$ cat src/design/jhsp_pkg.sv
// Shared types and constants of the JPEG header segment parser.
package jhsp_pkg;

   localparam int FifoDepth = 4;
   localparam int FifoPtrW  = $clog2(FifoDepth);
   localparam int FifoCntW  = $clog2(FifoDepth + 1);

   typedef enum logic [3:0] {
      KIND_QT_HEAD    = 4'd0,
      KIND_QT_BYTE    = 4'd1,
      KIND_PRECISION  = 4'd2,
      KIND_HEIGHT     = 4'd3,
      KIND_WIDTH      = 4'd4,
      KIND_COMP_COUNT = 4'd5,
      KIND_COMP       = 4'd6,
      KIND_HT_HEAD    = 4'd7,
      KIND_HT_COUNT   = 4'd8,
      KIND_HT_VALUE   = 4'd9,
      KIND_SCAN_COUNT = 4'd10,
      KIND_SCAN_COMP  = 4'd11,
      KIND_SCAN_BYTE  = 4'd12,
      KIND_END        = 4'd13,
      KIND_ERROR      = 4'd14
   } kind_type;

   typedef enum logic [1:0] {
      ERR_BAD_START = 2'd0,
      ERR_EARLY_END = 2'd1,
      ERR_NO_END    = 2'd2,
      ERR_SHORT_LEN = 2'd3
   } err_type;

   typedef struct packed {
      kind_type    kind;
      logic [4:0]  upper;
      logic [3:0]  lower;
      logic [11:0] position;
      logic [15:0] value;
      logic [7:0]  qsel;
      err_type     err;
      logic        last;
   } rec_type;

   // Records produced by one byte, handed from the parser to the queue.
   typedef struct packed {
      logic    valid;
      logic    two;
      rec_type rec0;
      rec_type rec1;
   } push_type;

endpackage

$ cat src/design/jhsp_if.sv
// Channel interfaces: byte input and record output.
interface jhsp_req_if;
   logic       valid;
   logic       ready;
   logic [7:0] data_byte;
   logic       stream_last;

   modport source (output valid, data_byte, stream_last, input ready);
   modport sink   (input valid, data_byte, stream_last, output ready);
endinterface

interface jhsp_rsp_if;
   logic        valid;
   logic        ready;
   logic [3:0]  record_kind;
   logic [4:0]  upper_nibble;
   logic [3:0]  lower_nibble;
   logic [11:0] position;
   logic [15:0] field_value;
   logic [7:0]  quant_select;
   logic [1:0]  error_code;
   logic        last_of_run;

   modport source (output valid, record_kind, upper_nibble, lower_nibble, position,
                   field_value, quant_select, error_code, last_of_run, input ready);
   modport sink   (input valid, record_kind, upper_nibble, lower_nibble, position,
                   field_value, quant_select, error_code, last_of_run, output ready);
endinterface

$ cat src/design/jhsp_parser.sv
// Marker/segment state machine: decodes one byte per step into up to two records.
module jhsp_parser
   import jhsp_pkg::*;
(
   input  logic       clock,
   input  logic       reset,
   input  logic       step,
   input  logic [7:0] in_byte,
   input  logic       in_last,
   output push_type   push
);

   typedef enum logic [3:0] {
      PH_START0, PH_START1, PH_HUNT0, PH_HUNT1, PH_MK0,
      PH_MK1, PH_LEN0, PH_LEN1, PH_PAY, PH_SCAN
   } phase_type;

   typedef enum logic [2:0] {
      SK_SKIP, SK_DQT, SK_SOF, SK_DHT, SK_SOS
   } seg_type;

   typedef struct packed {
      phase_type   phase;
      seg_type     seg;
      logic [15:0] remaining;
      logic [15:0] offset;
      logic [7:0]  held;
      logic [7:0]  comp_total;
      logic [7:0]  comp_idx;
      logic [1:0]  sub_step;
      logic [11:0] ht_total;
      logic [7:0]  pend;
      logic        pend_valid;
   } state_type;

   localparam logic [15:0] MarkerEoi = 16'hFFD9;
   localparam logic [15:0] MarkerDqt = 16'hFFDB;
   localparam logic [15:0] MarkerSof = 16'hFFC0;
   localparam logic [15:0] MarkerDht = 16'hFFC4;
   localparam logic [15:0] MarkerSos = 16'hFFDA;
   localparam logic [7:0]  ByteFf    = 8'hFF;
   localparam logic [7:0]  ByteSoi   = 8'hD8;
   localparam logic [7:0]  ByteEoi   = 8'hD9;
   localparam state_type   StateReset = '{phase: PH_START0, seg: SK_SKIP, default: '0};

   state_type   state_ff, state_in;
   rec_type     main_rec, extra_rec, rec0, rec1;
   logic        main_valid, extra_valid;
   logic        errored, ended;
   logic [15:0] word16, o, o_m1, o_m17;

   always_comb begin
      state_in    = state_ff;
      main_rec    = '0;
      extra_rec   = '0;
      main_valid  = 1'b0;
      extra_valid = 1'b0;
      errored     = 1'b0;
      ended       = 1'b0;
      word16      = {state_ff.held, in_byte};
      o           = state_ff.offset;
      o_m1        = o - 16'd1;
      o_m17       = o - 16'd17;

      case (state_ff.phase)
         PH_START0: begin
            if (in_byte == ByteFf) begin
               state_in.phase = PH_START1;
            end else begin
               main_valid     = 1'b1;
               main_rec.kind  = KIND_ERROR;
               main_rec.err   = ERR_BAD_START;
               errored        = 1'b1;
               state_in.phase = PH_HUNT0;
            end
         end
         PH_START1: begin
            if (in_byte == ByteSoi) begin
               state_in.phase = PH_MK0;
            end else begin
               main_valid     = 1'b1;
               main_rec.kind  = KIND_ERROR;
               main_rec.err   = ERR_BAD_START;
               errored        = 1'b1;
               state_in.phase = (in_byte == ByteFf) ? PH_HUNT1 : PH_HUNT0;
            end
         end
         PH_HUNT0: begin
            state_in.phase = (in_byte == ByteFf) ? PH_HUNT1 : PH_HUNT0;
         end
         PH_HUNT1: begin
            if (in_byte == ByteSoi) begin
               state_in.phase = PH_MK0;
            end else begin
               state_in.phase = (in_byte == ByteFf) ? PH_HUNT1 : PH_HUNT0;
            end
         end
         PH_MK0: begin
            state_in.held  = in_byte;
            state_in.phase = PH_MK1;
         end
         PH_MK1: begin
            if (word16 == MarkerEoi) begin
               main_valid     = 1'b1;
               main_rec.kind  = KIND_ERROR;
               main_rec.err   = ERR_EARLY_END;
               errored        = 1'b1;
               state_in.phase = PH_HUNT0;
            end else begin
               case (word16)
                  MarkerDqt: state_in.seg = SK_DQT;
                  MarkerSof: state_in.seg = SK_SOF;
                  MarkerDht: state_in.seg = SK_DHT;
                  MarkerSos: state_in.seg = SK_SOS;
                  default:   state_in.seg = SK_SKIP;
               endcase
               state_in.phase = PH_LEN0;
            end
         end
         PH_LEN0: begin
            state_in.held  = in_byte;
            state_in.phase = PH_LEN1;
         end
         PH_LEN1: begin
            if (word16 == 16'd1) begin
               main_valid     = 1'b1;
               main_rec.kind  = KIND_ERROR;
               main_rec.err   = ERR_SHORT_LEN;
               errored        = 1'b1;
               state_in.phase = PH_HUNT0;
            end else if (word16 <= 16'd2) begin
               // empty segment: straight to next marker or scan data
               if (state_ff.seg == SK_SOS) begin
                  state_in.phase      = PH_SCAN;
                  state_in.pend_valid = 1'b0;
                  state_in.offset     = '0;
               end else begin
                  state_in.phase = PH_MK0;
               end
            end else begin
               state_in.remaining  = word16 - 16'd2;
               state_in.offset     = '0;
               state_in.comp_total = '0;
               state_in.comp_idx   = '0;
               state_in.sub_step   = '0;
               state_in.ht_total   = '0;
               state_in.phase      = PH_PAY;
            end
         end
         PH_PAY: begin
            case (state_ff.seg)
               SK_DQT: begin
                  main_valid = 1'b1;
                  if (o == 16'd0) begin
                     main_rec.kind  = KIND_QT_HEAD;
                     main_rec.upper = {1'b0, in_byte[7:4]} + 5'd1;
                     main_rec.lower = in_byte[3:0];
                  end else begin
                     main_rec.kind     = KIND_QT_BYTE;
                     main_rec.position = (o_m1 > 16'd4095) ? 12'd4095 : o_m1[11:0];
                     main_rec.value    = {8'd0, in_byte};
                  end
               end
               SK_SOF: begin
                  if (o == 16'd0) begin
                     main_valid     = 1'b1;
                     main_rec.kind  = KIND_PRECISION;
                     main_rec.value = {8'd0, in_byte};
                  end else if (o == 16'd1 || o == 16'd3) begin
                     state_in.held = in_byte;
                  end else if (o == 16'd2 || o == 16'd4) begin
                     main_valid     = 1'b1;
                     main_rec.kind  = (o == 16'd2) ? KIND_HEIGHT : KIND_WIDTH;
                     main_rec.value = word16;
                  end else if (o == 16'd5) begin
                     main_valid          = 1'b1;
                     main_rec.kind       = KIND_COMP_COUNT;
                     main_rec.value      = {8'd0, in_byte};
                     state_in.comp_total = in_byte;
                     state_in.sub_step   = '0;
                     state_in.comp_idx   = '0;
                  end else if (state_ff.comp_idx < state_ff.comp_total) begin
                     // three bytes per component: id, sampling, table
                     case (state_ff.sub_step)
                        2'd0: state_in.held = in_byte;
                        2'd1: state_in.pend = in_byte;
                        default: begin
                           main_valid        = 1'b1;
                           main_rec.kind     = KIND_COMP;
                           main_rec.upper    = {1'b0, state_ff.pend[7:4]};
                           main_rec.lower    = state_ff.pend[3:0];
                           main_rec.position = {4'd0, state_ff.comp_idx};
                           main_rec.value    = {8'd0, state_ff.held};
                           main_rec.qsel     = in_byte;
                        end
                     endcase
                     if (state_ff.sub_step == 2'd2) begin
                        state_in.sub_step = 2'd0;
                        state_in.comp_idx = state_ff.comp_idx + 8'd1;
                     end else begin
                        state_in.sub_step = state_ff.sub_step + 2'd1;
                     end
                  end
               end
               SK_DHT: begin
                  if (o == 16'd0) begin
                     main_valid     = 1'b1;
                     main_rec.kind  = KIND_HT_HEAD;
                     main_rec.upper = {1'b0, in_byte[7:4]};
                     main_rec.lower = in_byte[3:0];
                  end else if (o <= 16'd16) begin
                     main_valid        = 1'b1;
                     main_rec.kind     = KIND_HT_COUNT;
                     main_rec.position = o_m1[11:0];
                     main_rec.value    = {8'd0, in_byte};
                     state_in.ht_total = state_ff.ht_total + {4'd0, in_byte};
                  end else if (o_m17 < {4'd0, state_ff.ht_total}) begin
                     main_valid        = 1'b1;
                     main_rec.kind     = KIND_HT_VALUE;
                     main_rec.position = o_m17[11:0];
                     main_rec.value    = {8'd0, in_byte};
                  end
               end
               SK_SOS: begin
                  if (o == 16'd0) begin
                     main_valid          = 1'b1;
                     main_rec.kind       = KIND_SCAN_COUNT;
                     main_rec.value      = {8'd0, in_byte};
                     state_in.comp_total = in_byte;
                     state_in.sub_step   = '0;
                     state_in.comp_idx   = '0;
                  end else if (state_ff.comp_idx < state_ff.comp_total) begin
                     if (state_ff.sub_step == 2'd0) begin
                        state_in.held     = in_byte;
                        state_in.sub_step = 2'd1;
                     end else begin
                        main_valid        = 1'b1;
                        main_rec.kind     = KIND_SCAN_COMP;
                        main_rec.upper    = {1'b0, in_byte[7:4]};
                        main_rec.lower    = in_byte[3:0];
                        main_rec.position = {4'd0, state_ff.comp_idx};
                        main_rec.value    = {8'd0, state_ff.held};
                        state_in.sub_step = 2'd0;
                        state_in.comp_idx = state_ff.comp_idx + 8'd1;
                     end
                  end
               end
               default: ;
            endcase
            state_in.offset    = o + 16'd1;
            state_in.remaining = state_ff.remaining - 16'd1;
            if (state_ff.remaining == 16'd1) begin
               if (state_ff.seg == SK_SOS) begin
                  state_in.phase      = PH_SCAN;
                  state_in.pend_valid = 1'b0;
                  state_in.offset     = '0;
               end else begin
                  state_in.phase = PH_MK0;
               end
            end
         end
         default: begin
            // scan data: one byte held back so FF D9 is never passed on
            if (state_ff.pend_valid && state_ff.pend == ByteFf && in_byte == ByteEoi) begin
               main_valid    = 1'b1;
               main_rec.kind = KIND_END;
               ended         = 1'b1;
            end else begin
               if (state_ff.pend_valid) begin
                  main_valid        = 1'b1;
                  main_rec.kind     = KIND_SCAN_BYTE;
                  main_rec.position = o[11:0];
                  main_rec.value    = {8'd0, state_ff.pend};
                  if (o < 16'd4095) begin
                     state_in.offset = o + 16'd1;
                  end
               end
               state_in.pend       = in_byte;
               state_in.pend_valid = 1'b1;
               if (in_last) begin
                  extra_valid   = 1'b1;
                  extra_rec.kind = KIND_ERROR;
                  extra_rec.err  = ERR_NO_END;
               end
            end
         end
      endcase

      // truncation before the scan data
      if (in_last && !errored && state_ff.phase != PH_HUNT0 &&
          state_ff.phase != PH_HUNT1 && state_ff.phase != PH_SCAN) begin
         extra_valid    = 1'b1;
         extra_rec.kind = KIND_ERROR;
         extra_rec.err  = ERR_EARLY_END;
      end

      if (in_last || ended) begin
         state_in = StateReset;
      end

      rec0 = main_valid ? main_rec : extra_rec;
      rec1 = extra_rec;
      if (main_valid && extra_valid) begin
         rec1.last = 1'b1;
      end else begin
         rec0.last = 1'b1;
      end

      push.valid = step && (main_valid || extra_valid);
      push.two   = main_valid && extra_valid;
      push.rec0  = rec0;
      push.rec1  = rec1;
   end

   always_ff @(posedge clock) begin
      if (reset) begin
         state_ff <= StateReset;
      end else if (step) begin
         state_ff <= state_in;
      end
   end

   a_last_restarts: assert property (@(posedge clock) disable iff (reset)
      (step && in_last) |=> state_ff.phase == PH_START0)
      else $error("parser did not return to start after final byte");

endmodule

$ cat src/design/jhsp_rec_fifo.sv
// Record queue: takes one or two records per cycle, gives one per cycle while out_ready is high.
module jhsp_rec_fifo
   import jhsp_pkg::*;
(
   input  logic     clock,
   input  logic     reset,
   input  push_type push,
   output logic     room,
   output logic     out_valid,
   input  logic     out_ready,
   output rec_type  out_rec
);

   rec_type               mem_ff [FifoDepth];
   logic [FifoPtrW-1:0]   wr_ptr_ff, wr_ptr_in, rd_ptr_ff, rd_ptr_in;
   logic [FifoCntW-1:0]   count_ff, count_in;
   logic [FifoPtrW-1:0]   wr_ptr_next;
   logic [FifoCntW-1:0]   push_n;
   logic                  pop;

   assign out_valid   = count_ff != '0;
   assign out_rec     = mem_ff[rd_ptr_ff];
   assign pop         = out_valid && out_ready;
   assign room        = count_ff <= FifoCntW'(FifoDepth - 2);
   assign wr_ptr_next = wr_ptr_ff + FifoPtrW'(1);
   assign push_n      = !push.valid ? '0 : (push.two ? FifoCntW'(2) : FifoCntW'(1));

   always_comb begin
      wr_ptr_in = wr_ptr_ff + push_n[FifoPtrW-1:0];
      rd_ptr_in = pop ? rd_ptr_ff + FifoPtrW'(1) : rd_ptr_ff;
      count_in  = count_ff + push_n - (pop ? FifoCntW'(1) : FifoCntW'(0));
   end

   always_ff @(posedge clock) begin
      if (reset) begin
         wr_ptr_ff <= '0;
         rd_ptr_ff <= '0;
         count_ff  <= '0;
      end else begin
         wr_ptr_ff <= wr_ptr_in;
         rd_ptr_ff <= rd_ptr_in;
         count_ff  <= count_in;
      end
   end

   always_ff @(posedge clock) begin
      if (push.valid) begin
         mem_ff[wr_ptr_ff] <= push.rec0;
         if (push.two) begin
            mem_ff[wr_ptr_next] <= push.rec1;
         end
      end
   end

   a_count_bound: assert property (@(posedge clock) disable iff (reset)
      count_ff <= FifoCntW'(FifoDepth))
      else $error("record queue overfilled");

   a_push_room: assert property (@(posedge clock) disable iff (reset)
      push.valid |-> room)
      else $error("records pushed without room");

   a_last_marks: assert property (@(posedge clock) disable iff (reset)
      push.valid |-> (push.two ? (push.rec1.last && !push.rec0.last) : push.rec0.last))
      else $error("last-of-run flag misplaced");

endmodule

$ cat src/design/jpeg_header_segment_parser.sv
// Top level of the JPEG header segment parser.
// Takes a JPEG file one word (byte) per clock on req_bus and returns field
// records on rsp_bus. Throughput is one byte per clock as long as rsp_bus
// drains; a byte that yields two records (a record plus a truncation error)
// hands them to rsp_bus one after the other, and that output port is the
// only thing that sets the sustained rate. A byte is captured in an input
// register, decoded by the marker/segment state machine once the queue has
// room for two more records, and its records are written into a four-entry
// record queue whose head drives rsp_bus. The input side keeps taking bytes
// while results wait, as long as the queue has room for two more records.
// last_of_run marks the final record of each byte. After the end record or
// a byte with stream_last, the parser starts over and expects a new FF D8.
module jpeg_header_segment_parser
   import jhsp_pkg::*;
(
   input  logic       clock,
   input  logic       reset,
   jhsp_req_if.sink   req_bus,
   jhsp_rsp_if.source rsp_bus
);

   // input register
   logic       s1_valid_ff, s1_valid_in;
   logic [7:0] s1_byte_ff;
   logic       s1_last_ff;
   logic       accept, advance;

   push_type   push;
   logic       room;
   rec_type    head;

   assign advance       = s1_valid_ff && room;
   assign req_bus.ready = !s1_valid_ff || advance;
   assign accept        = req_bus.valid && req_bus.ready;

   always_comb begin
      s1_valid_in = s1_valid_ff;
      if (accept) begin
         s1_valid_in = 1'b1;
      end else if (advance) begin
         s1_valid_in = 1'b0;
      end
   end

   always_ff @(posedge clock) begin
      if (reset) begin
         s1_valid_ff <= 1'b0;
      end else begin
         s1_valid_ff <= s1_valid_in;
      end
   end

   always_ff @(posedge clock) begin
      if (accept) begin
         s1_byte_ff <= req_bus.data_byte;
         s1_last_ff <= req_bus.stream_last;
      end
   end

   jhsp_parser u_parser (
      .clock   (clock),
      .reset   (reset),
      .step    (advance),
      .in_byte (s1_byte_ff),
      .in_last (s1_last_ff),
      .push    (push)
   );

   jhsp_rec_fifo u_fifo (
      .clock     (clock),
      .reset     (reset),
      .push      (push),
      .room      (room),
      .out_valid (rsp_bus.valid),
      .out_ready (rsp_bus.ready),
      .out_rec   (head)
   );

   assign rsp_bus.record_kind  = head.kind;
   assign rsp_bus.upper_nibble = head.upper;
   assign rsp_bus.lower_nibble = head.lower;
   assign rsp_bus.position     = head.position;
   assign rsp_bus.field_value  = head.value;
   assign rsp_bus.quant_select = head.qsel;
   assign rsp_bus.error_code   = head.err;
   assign rsp_bus.last_of_run  = head.last;

endmodule

$ cat src/flat_wrapper.sv
// flat-port wrapper written by rule: the top's interface ports become plain ports
module jpeg_header_segment_parser_flat import jhsp_pkg::*;
  (clock, reset, req_bus_valid, req_bus_data_byte, req_bus_stream_last, req_bus_ready, rsp_bus_valid, rsp_bus_record_kind, rsp_bus_upper_nibble, rsp_bus_lower_nibble, rsp_bus_position, rsp_bus_field_value, rsp_bus_quant_select, rsp_bus_error_code, rsp_bus_last_of_run, rsp_bus_ready);
  jhsp_req_if req_bus_i ();
  jhsp_rsp_if rsp_bus_i ();
  input  logic clock;
  input  logic reset;
  input wire logic [$bits(req_bus_i.valid)-1:0] req_bus_valid;
  input wire logic [$bits(req_bus_i.data_byte)-1:0] req_bus_data_byte;
  input wire logic [$bits(req_bus_i.stream_last)-1:0] req_bus_stream_last;
  output wire logic [$bits(req_bus_i.ready)-1:0] req_bus_ready;
  output wire logic [$bits(rsp_bus_i.valid)-1:0] rsp_bus_valid;
  output wire logic [$bits(rsp_bus_i.record_kind)-1:0] rsp_bus_record_kind;
  output wire logic [$bits(rsp_bus_i.upper_nibble)-1:0] rsp_bus_upper_nibble;
  output wire logic [$bits(rsp_bus_i.lower_nibble)-1:0] rsp_bus_lower_nibble;
  output wire logic [$bits(rsp_bus_i.position)-1:0] rsp_bus_position;
  output wire logic [$bits(rsp_bus_i.field_value)-1:0] rsp_bus_field_value;
  output wire logic [$bits(rsp_bus_i.quant_select)-1:0] rsp_bus_quant_select;
  output wire logic [$bits(rsp_bus_i.error_code)-1:0] rsp_bus_error_code;
  output wire logic [$bits(rsp_bus_i.last_of_run)-1:0] rsp_bus_last_of_run;
  input wire logic [$bits(rsp_bus_i.ready)-1:0] rsp_bus_ready;
  assign req_bus_i.valid = req_bus_valid;
  assign req_bus_i.data_byte = req_bus_data_byte;
  assign req_bus_i.stream_last = req_bus_stream_last;
  assign req_bus_ready = req_bus_i.ready;
  assign rsp_bus_valid = rsp_bus_i.valid;
  assign rsp_bus_record_kind = rsp_bus_i.record_kind;
  assign rsp_bus_upper_nibble = rsp_bus_i.upper_nibble;
  assign rsp_bus_lower_nibble = rsp_bus_i.lower_nibble;
  assign rsp_bus_position = rsp_bus_i.position;
  assign rsp_bus_field_value = rsp_bus_i.field_value;
  assign rsp_bus_quant_select = rsp_bus_i.quant_select;
  assign rsp_bus_error_code = rsp_bus_i.error_code;
  assign rsp_bus_last_of_run = rsp_bus_i.last_of_run;
  assign rsp_bus_i.ready = rsp_bus_ready;
  jpeg_header_segment_parser u_core (.clock(clock), .reset(reset), .req_bus(req_bus_i), .rsp_bus(rsp_bus_i));
endmodule
$ cat config.mk
export PLATFORM = sky130hd
export DESIGN_NAME = jpeg_header_segment_parser_flat
export DESIGN_NICKNAME = d
export VERILOG_FILES = /design/src/design/jhsp_pkg.sv /design/src/design/jhsp_if.sv /design/src/design/jhsp_parser.sv /design/src/design/jhsp_rec_fifo.sv /design/src/design/jpeg_header_segment_parser.sv /design/src/flat_wrapper.sv
export SDC_FILE = /design/constraint.sdc
export NUM_CORES = 1
export LEC_CHECK = 0
export BUFFER_PORTS_ARGS = -buffer_cell sky130_fd_sc_hd__buf_2
export CAP_MARGIN = 20
export CORE_MARGIN = 2
export CORE_UTILIZATION = 30
export DETAILED_ROUTE_END_ITERATION = 7
export PLACE_DENSITY = 0.5
export REMOVE_ABC_BUFFERS = 1
export SKIP_CTS_REPAIR_TIMING = 1
export SLEW_MARGIN = 20
export SYNTH_ARGS = -nofsm -noshare
export SYNTH_HDL_FRONTEND = slang
export SYNTH_SLANG_ARGS = --single-unit
export TNS_END_PERCENT = 30
$ cat constraint.sdc
create_clock -name clock -period 6.45 [get_ports clock]
set_clock_uncertainty 0.1 [all_clocks]
set_input_delay 0.3225 -clock clock [delete_from_list [all_inputs] [get_ports clock]]
set_output_delay 0.3225 -clock clock [all_outputs]
set_load 0.02 [all_outputs]
==> results of run 1 <==
## flip-flops by register name (all words and copies together), names as in the netlist, named ones only
signal / count
u_core.s1_last_ff: 1
u_core.s1_byte_ff: 8
u_core.s1_valid_ff: 1
u_core.u_fifo.count_ff: 3
u_core.u_fifo.rd_ptr_ff: 2
u_core.u_parser.state_ff: 70
u_core.u_fifo.mem_ff: 208
u_core.u_fifo.wr_ptr_ff: 2
u_core.u_parser.o: 16
## synthesized netlist by cell type (39+ instances only)
| cell | n | area share (%) |
|---|---|---|
| a21oi_1 | 177 | 5.3 |
| inv_1 | 62 | 1.4 |
| nor2_1 | 180 | 4.0 |
| clkbuf_1 | 92 | 2.1 |
| nand2_1 | 252 | 5.7 |
| a22o_1 | 48 | 2.5 |
| dfxtp_1 | 280 | 34 |
| o21ai_0 | 83 | 2.5 |
| nor3_1 | 49 | 1.5 |
| nand3_1 | 45 | 1.3 |
| mux4_2 | 52 | 7.0 |
| ha_1 | 42 | 3.1 |
| xnor2_1 | 39 | 2.0 |
## metrics by stage
stage          utilization [%]  worst slack, ps
2_1_floorplan                -             -210
3_3_place_gp              32.2             1100
3_5_place_dp              32.2              987
4_1_cts                   34.6              948
5_1_grt                   34.7              639
6_report                  34.7              896
## cell type report
type                       instances  share of cell area [%]
timing repair buffer             119                    3.92
clock buffer                      54                    5.70
sequential                       313                    34.5
multi-input combinational       1395                    48.7
inverter                          62                    1.22
tap                              748                    4.89
clock inverter                    16                    1.08
## power groups by stage
stage	registers [mW]	clock network, mW	logic [mW]
6_report	2.28	2.20	1.28
5_1_grt	2.30	2.34	1.40
4_1_cts	2.28	2.26	1.29
3_5_place_dp	2.32	0	1.29
3_3_place_gp	2.31	0	1.27
2_1_floorplan	2.34	0	0.816
## cell families (layout without fill, tap and decap cells)
group                      count (synthesis)  count (layout)  synth area share (%)
muxes                                     65              65                  7.79
AOI/OAI and AO/OA                        518             518                  21.1
buffers and inverters                    208             251                  5.14
xor gates and xnor gates                  58              58                  3.04
and+or+nand+nor                          710             710                  20.1
adders and majority gates                 44              44                  3.38
DFF                                      313             313                  39.4
## how the worst max path moves through the flow
stage / depth (start not counted) / endpoint
floorplan: 15 / u_core.u_fifo.mem_ff[2][0]
global placement: 23 / u_core.u_fifo.count_ff[2]
detailed placement: 23 / u_core.u_fifo.count_ff[2]
CTS: 23 / u_core.u_fifo.count_ff[2]
global route: 23 / u_core.u_fifo.count_ff[2]
finish: 23 / u_core.u_fifo.count_ff[2]
## critical path: stages (launching register included)
cell	delay (ps)
dfxtp_1	430
or3_1	540
or3_1	400
nor3b_1	250
xnor2_1	190
inv_1	90
ha_1	330
and4_1	240
o211a_1	130
a221oi_1	340
nand4_2	250
nor2_1	280
o31a_1	200
nor2_1	90
xnor2_1	190
nand2_1	80
ha_1	290
inv_1	60
ha_1	130
inv_1	50
fa_1	390
xnor2_1	180
xnor2_1	130
nor2_1	50
## metal layers
layer | vias to the layer above | track usage, % | wire, um
met4 | 0 | 7.23 | 1810
li1 | 7005 | - | -
met5 | - | 0 | 0
met3 | 101 | 2.93 | 3640
met1 | 7294 | 27.2 | 25800
met2 | 529 | 31.8 | 26600
==> flow_summary_export.csv, run 1 <==
group,metric,value,unit
setup_path,r2r_start,"u_core.u_parser.o[5]",
detailed_routing,vias,14929,
synthesis,syn_area,16700,sq um
setup_path,worstRegToRegCells,23,
global_routing,gr-total-overflow,0,
synthesis,yosysUniqueCellTypes,80,
placement,place_area,17700,sq um
setup_path,worstSetupStartpointType,"flip-flop",
detailed_routing,drt-pass1-iter-count,5,
global_routing,antenna_found_initial,0,
die,fp-row-count,86,
die,die_w,240,um
placement,portBuffers,66,
finish,diodes,0,
finish,layout_commonest_cell,"dfxtp_1",
synthesis,synth_warnings,0,
finish,layout.cells.non_filler,2707,
finish,fill_cells,5754,
power_and_ir_drop,p_sw,1.81,mW
worst_hold_path,worstHoldEndpoint,"u_core.u_parser.state_ff[21]",
job,cap_violations,0,
clock_network,cts_buffers,38,
setup_path,cp_max_fo,11,
sta,fmax,180,MHz
global_routing,groute.usage.overall,19.9,%
setup_path,worstPathRequired,6770,ps
detailed_routing,wl_per_cell,21.4,um
sta,fin_crit,5550,ps
clock_network,worstSkewPairLatency,580,ps
sta,hold_viol,0,
die,die_area,57700,sq um
die,io_pins,67,
placement,dpl.cell_count,2626,
clock_network,clk_transition_reported_paths,60,ps
power_and_ir_drop,powerDensity,301,nW/um^2
global_routing,grt_pass1_vias,14353,
setup_path,crit_arrival,5880,ps
sta,drv_slew,0,
detailed_routing,viasPerCell,5.51,
global_routing,grt_start_max_net_pins,59,
sta,rsz0062_at_grt,"no",
clock_network,clockRootBuffer,"clkbuf_16",
synthesis,avgSynthCellArea,8.73,sq um
finish,fin_area,19100,sq um
power_and_ir_drop,p_clk_share,38.2,%
synthesis,synth_edf_count,33,
setup_path,rrSetupSlack,900,ps
sta,whs,102,ps
clock_network,cts.sinks,313,
synthesis,synth_ff_type,"dfxtp_1",
setup_path,timing.rr.end,"u_core.u_fifo.count_ff[2]",
worst_hold_path,holdPathStages,2,
power_and_ir_drop,design_power_total,5.76,mW
die,start_util,30.4,%
sta,relSlewSlack,29.6,%
outcome,status,"finished clean",
power_and_ir_drop,p_int,3.96,mW
sta,fin_setup_tns,0,ps
placement,hpwlAfterDp,39700,um
sta,setup_viol,0,
power_and_ir_drop,p_seq_share,39.6,%
synthesis,async_reset_ff_share,0,%
clock_network,cts_tree,"yes",
setup_path,worst_setup_path_end_kind,"flip-flop",
finish,fin_nets,1986,
synthesis,synth_seq_area_share,39.4,%
finish,regArea,6600,sq um
detailed_routing,totalWireLength,57800,um
worst_hold_path,hold_start,"reset",
finish,multi_input_area,9330,sq um
die,core,55100,sq um
clock_network,cts_htree_levels,2,
synthesis,postSynthCellCount,1916,
detailed_routing,route.detailed.drc,0,
power_and_ir_drop,power_frac_comb,22.2,%
finish,final_cell_mix,"278 x dfxtp_1, 252 x nand2_1, 178 x nor2_1",
detailed_routing,drt_iter0_markers,1398,
finish,drive_above_1_share,13.3,%
global_routing,grt_pass1_wl,88200,um
setup_path,setup.worst_path.start,"u_core.u_parser.o[5]",
synthesis,ys_seq_elements,313,
placement,place_congestion,0.904,
clock_network,clockBufferDepth,3,
setup_path,crit_type,"flip-flop to flip-flop",
sta,fin_crit_sh,86.1,%
power_and_ir_drop,vdd_ir_drop_max,0.170,mV
sta,worst_pin_slew,1060,ps
worst_hold_path,hp-class,"primary input to flip-flop",
power_and_ir_drop,leakagePower,6.82,nW
power_and_ir_drop,p_sw_share,31.3,%
die,dieHeight,240,um
detailed_routing,ant_nets,0,
finish,syn_to_final_growth,14.5,%
Power figures use the tool's default switching activity.
==> inputs of run 2 (changes only) <==
--- a/config.mk
+++ b/config.mk
@@ -5,6 +5,7 @@
 export SDC_FILE = /design/constraint.sdc
 export NUM_CORES = 1
 export LEC_CHECK = 0
+export ABC_AREA = 1
 export BUFFER_PORTS_ARGS = -buffer_cell sky130_fd_sc_hd__buf_2
 export CAP_MARGIN = 20
 export CORE_MARGIN = 2
==> flow_summary_export.csv, run 2 <==
group,metric,value,unit
sta,hold_viol,0,
die,die_w,256,um
synthesis,synth_warnings,0,
placement,place_congestion,0.966,
clock_network,cts_buffers,39,
finish,fill_cells,7022,
global_routing,grt_start_max_net_pins,82,
synthesis,ys_seq_elements,313,
setup_path,critPathMaxStageDelay,920,ps
power_and_ir_drop,p_int,4.96,mW
finish,reg_top3,"u_core.u_fifo.mem_ff (208), u_core.u_parser.state_ff (70), u_core.u_parser.o (16)",
global_routing,antenna_found_initial,1,
die,fp-row-count,92,
finish,regArea,6600,sq um
global_routing,grt_pass1_wl,97400,um
sta,rsz0062_at_grt,"no",
sta,fin_crit_sh,75.2,%
setup_path,crit_chain,"nor2_2, nand3_2, inv_2, nor2_2, nand3b_1, nand2_1, o21ai_1, nor2_2, o21ai_1, nor2_1, nand2_1, o21ai_1, and3_1",
power_and_ir_drop,p_clk_share,25.4,%
synthesis,synth_seq_area_share,34.6,%
detailed_routing,route.detailed.drc,0,
finish,final_cell_mix,"714 x nand2_1, 507 x nor2_1, 404 x inv_1",
setup_path,worstSetupStartpointType,"flip-flop",
detailed_routing,drt_iter0_markers,1446,
placement,portBuffers,66,
synthesis,synth_ff_type,"dfxtp_1",
die,core,63000,sq um
clock_network,cts_tree,"yes",
detailed_routing,wl_per_cell,16.0,um
clock_network,clockBufferDepth,3,
clock_network,worstSkewPairLatency,570,ps
clock_network,clk_transition_reported_paths,60,ps
sta,whs,65.7,ps
detailed_routing,totalWireLength,62000,um
outcome,status,"finished clean",
sta,fin_crit,4850,ps
synthesis,avgSynthCellArea,6.35,sq um
detailed_routing,vias,18217,
power_and_ir_drop,powerDensity,397,nW/um^2
clock_network,cts_htree_levels,2,
power_and_ir_drop,vdd_ir_drop_max,0.159,mV
global_routing,gr-total-overflow,0,
setup_path,path_delay_family,"simple AND/OR/NAND/NOR gates",
placement,hpwlAfterDp,42600,um
power_and_ir_drop,power_frac_comb,39.1,%
synthesis,synth_commonest_cells,"714 x nand2_1, 507 x nor2_1, 405 x inv_1, 280 x dfxtp_1, 273 x a21oi_1",
sta,fmax,206,MHz
job,cap_violations,0,
sta,relSlewSlack,24.1,%
synthesis,syn_area,19100,sq um
synthesis,yosysTopAreaCell,"dfxtp_1",
setup_path,worstPathRequired,6850,ps
power_and_ir_drop,p_sw_share,41.0,%
sta,drv_slew,0,
die,start_util,30.3,%
clock_network,cts.sinks,313,
sta,setup_ws,1600,ps
die,die_area,65600,sq um
power_and_ir_drop,p_seq_share,35.5,%
setup_path,worst_setup_path_end_kind,"flip-flop",
synthesis,yosys.area.top_type_share,29.4,%
setup_path,crit_arrival,5250,ps
worst_hold_path,hp-class,"primary input to flip-flop",
finish,layout_commonest_cell,"nand2_1",
setup_path,slowest_stage,"nor2_2",
sta,worst_pin_slew,1140,ps
synthesis,synth_edf_count,33,
detailed_routing,drt-pass1-iter-count,6,
finish,multi_input_area,10000,sq um
finish,syn_to_final_growth,10.9,%
synthesis,synth_area_leaders,"dfxtp_1 29%, nand2_1 14%, nor2_1 10%",
global_routing,grt_pass1_vias,16629,
power_and_ir_drop,leakagePower,11.4,nW
finish,diodes,0,
power_and_ir_drop,p_sw,3.44,mW
placement,place_ws,1710,ps
synthesis,async_reset_ff_share,0,%
finish,largest-register,"u_core.u_fifo.mem_ff",
finish,drive_above_1_share,7.97,%
finish,largest_reg_flops,208,
global_routing,groute.usage.overall,18.5,%
die,io_pins,67,
setup_path,cp_max_fo,25,
synthesis,postSynthCellCount,3005,
synthesis,synth_most_common_cell,"nand2_1",
finish,fin_nets,3050,
setup_path,crit_type,"flip-flop to flip-flop",
setup_path,path_buf_inv,1,
synthesis,yosysUniqueCellTypes,59,
detailed_routing,viasPerCell,4.71,
sta,setup_viol,0,
detailed_routing,ant_nets,0,
sta,fin_setup_tns,0,ps
clock_network,clockRootBuffer,"clkbuf_16",
die,dieHeight,256,um
run 2: changes by cell type after synthesis, moves of 37 or more:
cell,delta
a21oi_1,+96
nor2_1,+327
o21ai_0,+97
mux4_2,-52
nand3_1,+37
inv_1,+343
nand2_1,+462
a22o_1,-47
o21ai_1,+40
run 2: per-layer routing:
metal,share of wire (%),up-vias,GRT usage [%],wire length [um]
li1,-,9445,-,-
met1,49,8254,26.5,30400
met2,43,428,28.6,26800
met3,5.5,90,3.34,3430
met4,2.1,0,4.53,1330
met5,0,-,0,0
run 2: power by group through the flow:
| stage | clock (mW) | combinational [mW] | sequential, mW |
|---|---|---|---|
| 6_report | 2.13 | 3.28 | 2.98 |
| 5_1_grt | 2.28 | 3.78 | 3.06 |
| 4_1_cts | 2.19 | 3.31 | 2.98 |
| 3_5_place_dp | 0 | 3.29 | 3.02 |
| 3_3_place_gp | 0 | 3.30 | 3.01 |
| 2_1_floorplan | 0 | 2.40 | 2.95 |
run 2: cell families (layout without fill, tap and decap cells):
family          after synthesis  in the layout  share of synthesized area (%)
simple gates               1445           1445                           31.5
fa+ha+maj                    44             44                           2.97
xor+xnor                     46             46                           2.11
buf+inv                     589            606                           12.9
flops                       313            313                           34.6
compound gates              568            568                           15.9
run 2: final cells by class:
| class | instances | area share [%] |
|---|---|---|
| Multi-Input combinational cell | 2103 | 47.5 |
| Clock inverter | 10 | 0.343 |
| Timing Repair Buffer | 94 | 2.67 |
| Sequential cell | 313 | 31.2 |
| Tap cell | 846 | 5.01 |
| Inverter | 442 | 7.87 |
| Clock buffer | 60 | 5.41 |
run 2: stage by stage:
step           std cells  cell area, sq um  utilization (%)  total power [mW]
2_1_floorplan       2858             18300                -              5.35
3_3_place_gp        3788             19800             31.5              6.31
3_5_place_dp        3788             19800             31.5              6.31
4_1_cts             3858             21000             33.4              8.48
5_1_grt             3868             21100             33.6              9.12
6_report            3868             21100             33.6              8.40
run 2: final timing paths:
| kind | slack (ps) | cells past startpoint | endpoint | from |
|---|---|---|---|---|
| worst max-delay path | 1600 | 13 | u_core.u_parser.state_ff[19] | u_core.u_parser.state_ff[82] |
| worst min-delay path | 70 | 4 | flip-flop | rsp_bus_ready |
| worst max register to register | 1600 | 13 | u_core.u_parser.state_ff[19] | u_core.u_parser.state_ff[82] |
| worst min register to register | 360 | 2 | u_core.u_parser.state_ff[32] | u_core.u_parser.state_ff[32] |
run 2: tightest hold or removal path, cell delays in order:
cell and delay, ps:
buf_2 70, nand2_1 40, inv_1 160, a21oi_1 90
==> inputs of run 3 (changes only) <==
--- a/config.mk
+++ b/config.mk
@@ -11,7 +11,7 @@
 export CORE_MARGIN = 2
 export CORE_UTILIZATION = 30
 export DETAILED_ROUTE_END_ITERATION = 7
-export PLACE_DENSITY = 0.5
+export PLACE_DENSITY = 0.51
 export REMOVE_ABC_BUFFERS = 1
 export SKIP_CTS_REPAIR_TIMING = 1
 export SLEW_MARGIN = 20
==> constraint.sdc (replaced) <==
create_clock -name clock -period 4.3 [get_ports clock]
set_clock_uncertainty 0.1 [all_clocks]
set_input_delay 0.215 -clock clock [delete_from_list [all_inputs] [get_ports clock]]
set_output_delay 0.215 -clock clock [all_outputs]
set_load 0.02 [all_outputs]
==> flow_summary_export.csv, run 3 (synthesis gave the netlist of run 2 again) <==
group,metric,value,unit
setup_path,rrSetupSlack,280,ps
global_routing,groute.usage.overall,18.5,%
die,die_w,256,um
clock_network,cts_buffers,38,
finish,diodes,0,
setup_path,worstRegToRegCells,26,
job,cap_violations,0,
finish,drive_above_1_share,10.4,%
global_routing,antenna_found_initial,1,
placement,hpwlAfterDp,43300,um
sta,rsz0062_at_grt,"no",
die,die_area,65600,sq um
setup_path,timing.rr.end,"u_core.u_fifo.count_ff[2]",
setup_path,worstPathRequired,4630,ps
power_and_ir_drop,design_power_total,13.2,mW
setup_path,r2r_start,"u_core.u_parser.o[7]",
global_routing,grt_pass1_vias,16737,
die,io_pins,67,
detailed_routing,drt_iter0_markers,1406,
sta,worst_pin_slew,964,ps
global_routing,gr-total-overflow,0,
global_routing,grt_pass1_wl,97200,um
detailed_routing,wl_per_cell,15.8,um
sta,hold_viol,2,
placement,place_congestion,0.915,
clock_network,worstSkewPairLatency,560,ps
setup_path,crit_arrival,4350,ps
outcome,status,"complete, but fails checks",
die,core,63000,sq um
sta,drv_slew,0,
setup_path,worst_setup_path_end_kind,"flip-flop",
finish,final_cell_mix,"714 x nand2_1, 502 x nor2_1, 401 x inv_1",
finish,largest-register,"u_core.u_fifo.mem_ff",
finish,largest_reg_flops,208,
detailed_routing,route.detailed.drc,0,
power_and_ir_drop,powerDensity,600,nW/um^2
detailed_routing,ant_nets,0,
power_and_ir_drop,leakagePower,11.8,nW
sta,setup_viol,0,
finish,syn_to_final_growth,15.0,%
finish,layout_commonest_cell,"nand2_1",
clock_network,cts_htree_levels,2,
clock_network,cts_tree,"yes",
sta,relSlewSlack,35.7,%
die,dieHeight,256,um
detailed_routing,totalWireLength,62000,um
clock_network,clk_transition_reported_paths,60,ps
setup_path,cp_max_fo,7,
power_and_ir_drop,vdd_ir_drop_max,0.269,mV
worst_hold_path,holdPathStages,4,
detailed_routing,drt-pass1-iter-count,6,
detailed_routing,viasPerCell,4.65,
clock_network,clockBufferDepth,3,
sta,fin_crit_sh,93.4,%
clock_network,cts.sinks,313,
die,start_util,30.3,%
sta,fin_crit,4020,ps
detailed_routing,vias,18220,
finish,reg_top3,"u_core.u_fifo.mem_ff (208), u_core.u_parser.state_ff (70), u_core.u_parser.o (16)",
sta,fmax,249,MHz
setup_path,crit_type,"flip-flop to flip-flop",
clock_network,clockRootBuffer,"clkbuf_16",
setup_path,worstSetupStartpointType,"flip-flop",
worst_hold_path,hp-class,"primary input to flip-flop",
worst_hold_path,hold_start,"rsp_bus_ready",
die,fp-row-count,92,
outcome,violations,"negative hold slack",
sta,whs,-18.6,ps
placement,portBuffers,66,
finish,fin_nets,3106,
global_routing,grt_start_max_net_pins,77,
run 3: area by class of cell:
| type | instances | area (sq um) |
|---|---|---|
| Sequential cell | 313 | 6610 |
| Tap cell | 846 | 1060 |
| Fill cell | 6975 | 41000 |
| Clock buffer | 47 | 1030 |
| Timing Repair Buffer | 151 | 1090 |
| Multi-Input combinational cell | 2103 | 10100 |
| Inverter | 442 | 1660 |
| Clock inverter | 20 | 383 |
run 3: where the power goes:
| group | switching (mW) | leakage [nW] | internal (mW) | total (mW) |
|---|---|---|---|---|
| Combinational | 3.33 | 8.44 | 1.72 | 5.05 |
| Clock | 1.35 | 0.677 | 2.30 | 3.65 |
| Sequential | 0.480 | 2.66 | 3.97 | 4.45 |
| Total | 5.16 | 11.8 | 8.00 | 13.2 |
run 3: worst max-delay path, cell delays in order (launching register included):
cell	delay, ps
dfxtp_1	420
nor2_4	160
nand2_1	120
nor2_1	140
xor2_1	250
ha_1	300
a21oi_2	140
o21a_1	130
nand3_1	100
nor2_2	150
nand3_2	130
nand2_2	130
nand2_2	60
nand3_2	90
nand2_4	90
nand4_4	80
nand2_1	70
nor2_2	130
inv_1	50
ha_1	260
inv_1	50
ha_1	130
inv_1	50
fa_2	330
xor2_1	160
inv_1	60
nor2_1	30
run 3: worst max path at each step:
stage	from	end	slack [ps]	cells past startpoint
after floorplan	u_core.u_parser.o[0]	u_core.u_fifo.mem_ff[2][0]	-130	20
after global placement	u_core.u_parser.o[0]	u_core.u_fifo.count_ff[2]	160	29
after detailed placement	u_core.u_parser.o[0]	u_core.u_fifo.count_ff[2]	110	29
after CTS	u_core.u_parser.o[0]	u_core.u_fifo.count_ff[2]	100	29
after global routing	u_core.u_parser.o[0]	u_core.u_fifo.count_ff[2]	20	29
final	u_core.u_parser.o[7]	u_core.u_fifo.count_ff[2]	280	26
run 3: per-stage QoR:
stage | worst slack [ps] | TNS (ps) | cell area [sq um] | util, % | std cells
6_report | 282 | 0 | 21900 | 34.8 | 3922
5_1_grt | 22.6 | 0 | 21900 | 34.8 | 3922
4_1_cts | 96.7 | 0 | 21700 | 34.5 | 3908
3_5_place_dp | 114 | 0 | 20300 | 32.3 | 3841
3_3_place_gp | 160 | 0 | 20300 | 32.3 | 3841
2_1_floorplan | -132 | -2820 | 18300 | - | 2858
run 3: layer usage:
| layer | vias up | share of wire, % | track usage [%] | wire length, um |
|---|---|---|---|---|
| met5 | - | 0.019 | 0 | 12 |
| met4 | 2 | 2.7 | 5.95 | 1690 |
| met3 | 97 | 4.8 | 2.45 | 3000 |
| met2 | 400 | 44 | 29.3 | 27300 |
| met1 | 8177 | 48 | 25.9 | 30000 |
| li1 | 9544 | - | - | - |
